### src/rtl/core/dcg_pkg.sv
// Shared types and constants for the dual edge coincidence guard.
package dcg_pkg;

  localparam int unsigned DataW = 32;
  localparam int unsigned CfgIdxW = 2;

  typedef logic signed [DataW-1:0] sample_t;
  typedef logic [DataW-1:0] tick_t;

  typedef enum logic [CfgIdxW-1:0] {
    CFG_A_TRIG = 2'd0,
    CFG_B_TRIG = 2'd1,
    CFG_WINDOW = 2'd2
  } cfg_reg_e;

  localparam sample_t ResetATrig = sample_t'(0);
  localparam sample_t ResetBTrig = sample_t'(1);
  localparam tick_t ResetWindow = tick_t'(1000);

  // per-channel view after the edge check, before timeout and coincidence
  typedef struct packed {
    logic  latched;
    tick_t stamp;
  } chan_stat_t;

  // configuration as seen by the datapath
  typedef struct packed {
    sample_t a_trig;
    sample_t b_trig;
    tick_t   window;
  } cfg_t;

endpackage

### src/rtl/core/dcg_cfg.sv
// Configuration register file for the dual edge coincidence guard.
module dcg_cfg (
  input  logic                         clk_i,
  input  logic                         rst_ni,
  input  logic                         cfg_valid_i,
  output logic                         cfg_ready_o,
  input  logic [dcg_pkg::CfgIdxW-1:0]  cfg_index_i,
  input  logic [dcg_pkg::DataW-1:0]    cfg_data_i,
  output dcg_pkg::cfg_t                cfg_o
);

  dcg_pkg::cfg_t cfg_q, cfg_d;

  assign cfg_ready_o = 1'b1;

  always_comb begin
    cfg_d = cfg_q;
    if (cfg_valid_i) begin
      case (dcg_pkg::cfg_reg_e'(cfg_index_i))
        dcg_pkg::CFG_A_TRIG: cfg_d.a_trig = dcg_pkg::sample_t'(cfg_data_i);
        dcg_pkg::CFG_B_TRIG: cfg_d.b_trig = dcg_pkg::sample_t'(cfg_data_i);
        dcg_pkg::CFG_WINDOW: cfg_d.window = dcg_pkg::tick_t'(cfg_data_i);
        default: cfg_d = cfg_q; // unmapped index: write dropped
      endcase
    end
  end

  always_ff @(posedge clk_i or negedge rst_ni) begin
    if (!rst_ni) begin
      cfg_q.a_trig <= dcg_pkg::ResetATrig;
      cfg_q.b_trig <= dcg_pkg::ResetBTrig;
      cfg_q.window <= dcg_pkg::ResetWindow;
    end else begin
      cfg_q <= cfg_d;
    end
  end

  assign cfg_o = cfg_q;

endmodule

### src/rtl/core/dcg_chan.sv
// One channel: baseline capture, edge detection into the trigger value and latch.
module dcg_chan (
  input  logic                 clk_i,
  input  logic                 rst_ni,
  input  logic                 en_i,
  input  logic                 present_i,
  input  dcg_pkg::sample_t     sample_i,
  input  dcg_pkg::sample_t     trig_i,
  input  dcg_pkg::tick_t       now_i,
  input  logic                 drop_i,
  output dcg_pkg::chan_stat_t  stat_o
);

  logic             have_base_q, have_base_d;
  dcg_pkg::sample_t previous_q, previous_d;
  logic             latched_q;
  dcg_pkg::tick_t   stamp_q;
  logic             edge_hit;

  // edge only after baseline, from a non-trigger value, and not already latched
  assign edge_hit = present_i && have_base_q && (previous_q != trig_i)
                    && (sample_i == trig_i) && !latched_q;

  always_comb begin
    have_base_d = have_base_q;
    previous_d  = previous_q;
    if (present_i) begin
      have_base_d = 1'b1;
      previous_d  = sample_i;
    end
    stat_o.latched = latched_q || edge_hit;
    stat_o.stamp   = edge_hit ? now_i : stamp_q;
  end

  always_ff @(posedge clk_i or negedge rst_ni) begin
    if (!rst_ni) begin
      have_base_q <= 1'b0;
      previous_q  <= '0;
      latched_q   <= 1'b0;
      stamp_q     <= '0;
    end else if (en_i) begin
      have_base_q <= have_base_d;
      previous_q  <= previous_d;
      latched_q   <= stat_o.latched && !drop_i;
      stamp_q     <= stat_o.stamp;
    end
  end

endmodule

### src/rtl/core/dual_edge_coincidence_guard_unit.sv
// Top level of the dual edge coincidence guard.
//
// Input channel (in_valid_i / in_stall_o) takes one evaluation tick per
// request: present flag and sample for channels A and B plus a timestamp.
// Output channel (out_valid_o / out_stall_i) returns one joint_trigger_o
// per request, in order.
// Configuration: cfg_valid_i / cfg_ready_o writes register cfg_index_i
// (0 = A trigger, 1 = B trigger, 2 = window in ticks); ready is always high.
// Write only while no request is in flight.
// A request passes through the input register, then the result register,
// which drives out_valid_o. Throughput: one request per cycle while the
// output is not stalled, set by the single edge/latch/timeout evaluation
// between those two registers.
// A stalled result holds; one further request is taken into the input
// register meanwhile, after which in_stall_o follows out_stall_i.
// Reset clears all channel state and loads the default trigger values and
// window; no request is accepted until rst_ni is released.
module dual_edge_coincidence_guard_unit (
  input  logic                         clk_i,
  input  logic                         rst_ni,
  input  logic                         cfg_valid_i,
  output logic                         cfg_ready_o,
  input  logic [dcg_pkg::CfgIdxW-1:0]  cfg_index_i,
  input  logic [dcg_pkg::DataW-1:0]    cfg_data_i,
  input  logic                         in_valid_i,
  output logic                         in_stall_o,
  input  logic                         a_present_i,
  input  logic signed [dcg_pkg::DataW-1:0] a_sample_i,
  input  logic                         b_present_i,
  input  logic signed [dcg_pkg::DataW-1:0] b_sample_i,
  input  logic [dcg_pkg::DataW-1:0]    time_now_i,
  output logic                         out_valid_o,
  input  logic                         out_stall_i,
  output logic                         joint_trigger_o
);

  dcg_pkg::cfg_t cfg;

  // input register
  logic             s1_valid_q;
  logic             a_present_q, b_present_q;
  dcg_pkg::sample_t a_sample_q, b_sample_q;
  dcg_pkg::tick_t   now_q;

  // result register
  logic out_valid_q;
  logic trig_q;

  logic s2_ready, s1_adv, in_take;
  dcg_pkg::chan_stat_t a_stat, b_stat;
  logic a_old, b_old, both, a_drop, b_drop;

  dcg_cfg u_cfg (
    .clk_i       (clk_i),
    .rst_ni      (rst_ni),
    .cfg_valid_i (cfg_valid_i),
    .cfg_ready_o (cfg_ready_o),
    .cfg_index_i (cfg_index_i),
    .cfg_data_i  (cfg_data_i),
    .cfg_o       (cfg)
  );

  assign s2_ready   = !out_valid_q || !out_stall_i;
  assign s1_adv     = s1_valid_q && s2_ready;
  assign in_stall_o = s1_valid_q && !s2_ready;
  assign in_take    = in_valid_i && !in_stall_o;

  always_ff @(posedge clk_i or negedge rst_ni) begin
    if (!rst_ni) begin
      s1_valid_q <= 1'b0;
    end else if (!in_stall_o) begin
      s1_valid_q <= in_valid_i;
    end
  end

  always_ff @(posedge clk_i) begin
    if (in_take) begin
      a_present_q <= a_present_i;
      a_sample_q  <= a_sample_i;
      b_present_q <= b_present_i;
      b_sample_q  <= b_sample_i;
      now_q       <= time_now_i;
    end
  end

  dcg_chan u_chan_a (
    .clk_i     (clk_i),
    .rst_ni    (rst_ni),
    .en_i      (s1_adv),
    .present_i (a_present_q),
    .sample_i  (a_sample_q),
    .trig_i    (cfg.a_trig),
    .now_i     (now_q),
    .drop_i    (a_drop),
    .stat_o    (a_stat)
  );

  dcg_chan u_chan_b (
    .clk_i     (clk_i),
    .rst_ni    (rst_ni),
    .en_i      (s1_adv),
    .present_i (b_present_q),
    .sample_i  (b_sample_q),
    .trig_i    (cfg.b_trig),
    .now_i     (now_q),
    .drop_i    (b_drop),
    .stat_o    (b_stat)
  );

  // wrapping age, strictly greater than window; window of zero never expires
  assign a_old  = (cfg.window != '0) && ((now_q - a_stat.stamp) > cfg.window);
  assign b_old  = (cfg.window != '0) && ((now_q - b_stat.stamp) > cfg.window);
  assign both   = a_stat.latched && b_stat.latched;
  assign a_drop = both || (a_stat.latched && !b_stat.latched && a_old);
  assign b_drop = both || (b_stat.latched && !a_stat.latched && b_old);

  always_ff @(posedge clk_i or negedge rst_ni) begin
    if (!rst_ni) begin
      out_valid_q <= 1'b0;
    end else if (s2_ready) begin
      out_valid_q <= s1_valid_q;
    end
  end

  always_ff @(posedge clk_i) begin
    if (s1_adv) begin
      trig_q <= both;
    end
  end

  assign out_valid_o     = out_valid_q;
  assign joint_trigger_o = trig_q;

endmodule

### config.mk
export PLATFORM = sky130hd
export DESIGN_NAME = dual_edge_coincidence_guard_unit
export DESIGN_NICKNAME = d
export VERILOG_FILES = /design/src/rtl/core/dcg_pkg.sv /design/src/rtl/core/dcg_cfg.sv /design/src/rtl/core/dcg_chan.sv /design/src/rtl/core/dual_edge_coincidence_guard_unit.sv
export SDC_FILE = /design/constraint.sdc
export NUM_CORES = 1
export LEC_CHECK = 0
export BUFFER_PORTS_ARGS = -buffer_cell sky130_fd_sc_hd__buf_2
export CAP_MARGIN = 15
export CORE_MARGIN = 2
export CORE_UTILIZATION = 50
export CTS_BUF_LIST = sky130_fd_sc_hd__clkbuf_16
export CTS_CLUSTER_SIZE = 16
export DETAILED_ROUTE_END_ITERATION = 8
export PLACE_DENSITY = 0.76
export SETUP_SLACK_MARGIN = 0.3
export SLEW_MARGIN = 20
export SYNTH_ARGS = -nofsm -noshare
export SYNTH_HDL_FRONTEND = slang
export SYNTH_HIERARCHICAL = 1
export SYNTH_SLANG_ARGS = --single-unit
### constraint.sdc
create_clock -name clk_i -period 7 [get_ports clk_i]
set_input_delay 1.4 -clock clk_i [delete_from_list [all_inputs] [get_ports clk_i]]
set_output_delay 1.4 -clock clk_i [all_outputs]
set_load 0.005 [all_outputs]
**Word-level counts from Yosys, hierarchy flattened**

Cells that the tools add are included.

- Bits in registers: 329
- Input bits: 137
- Output and inout port bits: 4
- Word-level logic and storage cells: 73

- Add/sub/neg operators: 2
- Order comparisons: 2
- Equal/unequal tests: 6
- Mux-type cells: 2
- Reductions and logical operators: 42

Operator list:

| operator | count |
|---|---|
| $eq 32x32->1 | 2 |
| $gt 32x32->1 | 2 |
| $mux 32 | 2 |
| $ne 32x32->1 | 2 |
| $sub 32x32->32 | 2 |
| $reduce_bool 32->1 | 1 |
| $logic_and 1x1->1 | 20 |
| $logic_not 1->1 | 10 |
| $reduce_and 2->1 | 5 |
| $logic_or 1x1->1 | 5 |
| $eq 2x1->1 const B | 1 |
| $eq 2x2->1 const B | 1 |
| $logic_not 2->1 | 1 |

**Longest topological paths before layout**

- Depth after elaboration: 12
- Depth in mapped cells: 27
- Depth with buffers taken out: 27

**Cells and area by module**

The synthesis kept the hierarchy.

Modules (own cells, without submodules):

| module | instances | cells an instance | area an instance (um^2) |
|---|---|---|---|
| dual_edge_coincidence_guard_unit | 1 | 796 | 8015.2 |
| dcg_chan | 2 | 273 | 3611.0 |
| dcg_cfg | 1 | 206 | 3646.0 |

**Least setup slack after synthesis**

No wires, ideal clock.

- Path type: reg2reg
- Start: reg u_cfg.cfg_q (netlist bit u_cfg/cfg_o[73])
- End: reg u_chan_a.latched_q
- Setup time: 0.084 ns
- Arrival: 5.480 ns
- Data required time: 6.916 ns
- Slack: 1.437 ns
- Stages on the path, launching flop included: 28
- Path through: dfrtp_1 nor2b_1 a2111oi_2 nand4_1 nor4_4 nand3b_2 buf_6 mux2_2 inv_1 ha_1 a211oi_1 o21bai_1 nor4_1 o22ai_2 a31oi_1 o21ai_1 a21oi_1 xnor2_1 ha_1 a21o_1 a21oi_1 nor2b_1 o21ai_0 nand2b_1 a2111oi_0 o221ai_1 a31o_1 a21oi_1

RTL lines:

| item | RTL line | source |
|---|---|---|
| start, declared | dcg_cfg.sv:12 | `dcg_pkg::cfg_t cfg_q, cfg_d;` |
| start signal, assigned | dcg_cfg.sv:34 | `cfg_q <= cfg_d;` |
| end signal, assigned | dcg_chan.sv:44 | `latched_q <= stat_o.latched && !drop_i;` |
| end, declared | dcg_chan.sv:16 | `logic latched_q;` |

==> results.toml <==
[synthesis]
synth_top_area_share_pct = 29.55
synth_mux_area_share_pct = 16.94
synth_compound_area_share_pct = 8.773
synth_top_area_cell = "dfrtp_1"
async_flop_share_pct = 69.91
synth_top_family_by_area = "multiplexers"
ys_seq_area_share_pct = 46.27
synthTopCellsByArea = "dfrtp_1 (30%), mux2_2 (17%), edfxtp_1 (16%)"
synthXorXnorAreaFrac_pct = 8.442
synthAdderAreaFrac_pct = 8.561
synth_warnings = 6
synth_area_per_cell_sq_um = 12.20
synth_edf_count = 99
ys_ff_latch = 329
synth-simple-area-share_pct = 7.163
synth_cells = 1548
ys_dominant_reg_cell = "dfrtp_1"
netlist_area_sq_um = 18880
synth_nets = 1813
synth.distinct_cells = 75

[finish]
postLayoutCoreUtil_pct = 57.05
final_nets = 1967
fin_area_sq_um = 21340
layout_commonest_cell = "mux2_2"
drive_above_1_share_pct = 30.92
area_growth_pct = 13.00
mostFrequentLayoutCells = "mux2_2 (282), dfrtp_1 (223), buf_2 (138)"

[sta]
max_freq_ghz = 0.1578
worst_pin_slew_ps = 997.1
clock_skew_ps = 21.67
max-slew-margin-rel_pct = 33.53
tns_ps = 0
rsz0062_at_grt = "false"
slew_violations = 0
period_share_pct = 90.53
hold_viol = 0
fin_crit_ps = 6337
setup_viol = 0
setup_ws_ps = 662.9

[global_routing]
grt_max_degree = 178
track_usage_pct = 22.93
grt.overflow.total = 0
met2_usage_pct = 37.36
met1_usage_pct = 30.92
met3_usage_pct = 3.798
busiest_layer = "met2"
first_global_vias = 12940
antenna_found_initial = 2
grt_first_pass_wirelength_mm = 69.63

[floorplanning]
boundaryPins = 141
die_x_um = 198.3
die_area_sq_um = 39340
fp.dieH_um = 198.3
start_util_pct = 50.49
core_area_sq_um = 37400
rows = 71

[worst_setup_path]
crit_arrival_ps = 6820
cp_num_buf_inv = 2
worstSetupPathType = "register to register"
endpoint_kind = "register"
cp-start-kind = "register"
crit_family = "compound AO/OA/AOI/OAI gates"
worstPathRequired_ps = 7480
max_stage_delay_ps = 410
slowest_stage = "dfrtp_1"
worstPathMaxFanout = 16

[routing]
vias = 12630
drc = 0
routed_wl_mm = 44.52
viasPerCell = 5.632
drt-initial-drc-count = 821
firstDrtPassIters = 5
ant_nets = 0
routedWlPerCell_um = 19.85

[power_and_ir_drop]
ir_drop_v = 0.0002429
p_per_area_nw_per_um2 = 260.9
power_w = 0.005567
leakage_nw = 9.304

[clock_tree]
clk_latency_ps = 550
cts.clk_slew.worst_paths_ps = 70
htreeDepth = 2
root_buffer = "clkbuf_16"
cts_tree = "built"
cts_buffers = 36
cts_sinks = 329
cts_buffer_depth = 3

[run]
cap_violations = 0

[status]
status = "finished, final reports clean"

[place]
dp_slack_ps = 340.4
place_hpwl_mm = 32.98
place_area_sq_um = 20030
gp_congestion = 0.8971
port_buffers = 139

[min_path]
worstHoldPathType = "register to register"
==> worst register-to-register path, delay by kind of cell, from the launching register on <==
kind,cells,cell delay (ps)
AOI/OAI and AO/OA,12,2810
xor gates and xnor gates,1,160
adders and majority gates,3,720
buffers and inverters,2,240
DFF,1,410
muxes,1,320
and+or+nand+nor,9,1610
==> synthesized netlist by cell type, types with 4 or more instances <==
master / count
mux2_2: 282
dfrtp_1: 223
ha_1: 126
inv_1: 115
xnor2_1: 109
edfxtp_1: 99
xor2_1: 73
a21oi_1: 61
nand2_1: 53
a21o_1: 52
nand4_1: 38
o21ai_0: 33
nor2_1: 32
nor4_1: 27
nor2b_1: 18
nand3_1: 17
buf_6: 16
nand2b_1: 15
clkbuf_1: 12
a31oi_1: 10
o21a_1: 10
a211oi_1: 7
and2_1: 7
and3_1: 7
dfstp_2: 7
o21ai_1: 6
o21bai_1: 6
nor3_1: 5
o31ai_1: 5
and4_1: 4
nand3b_2: 4
==> through the flow <==
step | instances | hold slack [ps]
after global placement | 2173 | 449.1
after detailed placement | 2173 | 455.1
final | 2243 | 468.4
after global routing | 2241 | 489.4
after floorplan | 1548 | 434.6
after CTS | 2239 | 472.9
==> final cells by class <==
cell class | instances | area [sq um]
multi-input combinational | 1069 | 9447
sequential | 329 | 8737
clock inverter | 26 | 269.0
inverter | 115 | 431.7
antenna | 2 | 5.005
fill | 3123 | 16060
clock buffer | 40 | 1001
tap | 511 | 639.4
timing repair buffer | 151 | 808.3
==> final timing paths <==
check | cells after the start | slack, ps | from | endpoint
worst max-delay path | 28 | 660 | u_cfg/cfg_o[73] | u_chan_a/latched_q
worst min-delay path | 1 | 470 | u_chan_b/have_base_q | u_chan_b/have_base_q
min in group asynchronous | 1 | 760 | rst_ni | u_chan_a/stamp_q[8]
worst min register to register | 1 | 470 | u_chan_b/have_base_q | u_chan_b/have_base_q
max in group asynchronous | 2 | 4900 | rst_ni | u_chan_a/previous_q[24]
worst max register to register | 28 | 660 | u_cfg/cfg_o[73] | u_chan_a/latched_q
==> registers in the layout, summed over array words and instances, names as in the netlist, 32 cells and up <==
register	cells
a_sample_q	32
b_sample_q	32
now_q	32
u_cfg/cfg_o	96
u_chan_a/previous_q	32
u_chan_a/stamp_q	32
u_chan_b/previous_q	32
u_chan_b/stamp_q	32
==> timing repair <==
action	4_1_cts	5_1_grt
setup buffers	0	2
endpoints found under the setup margin	0	1
hold endpoints to repair	0	0
gates resized for setup	0	3
hold buffers	0	0
==> layer usage <==
layer  share of wire, %  wire length, um  up-vias
met5             0.0067                3        -
met4                3.5             1566        2
met3                5.5             2444       91
met2                 46            20550      358
met1                 45            19960     6259
li1                   -                -     5922
==> report_power, final <==
group          total [W]  switching (W)  internal [W]  leakage [nW]
registers        0.00244       0.000216       0.00223          3.79
logic            0.00110       0.000556      0.000547          4.87
clock network    0.00202       0.000826       0.00119         0.639
==> logic make-up after synthesis <==
group / after synthesis
buffers and inverters: 150
muxes: 284
adders and majority gates: 128
xor gates and xnor gates: 182
AOI/OAI and AO/OA: 238
other: 1
DFF: 329
and+or+nand+nor: 236
(Power assumes the default switching activity.)
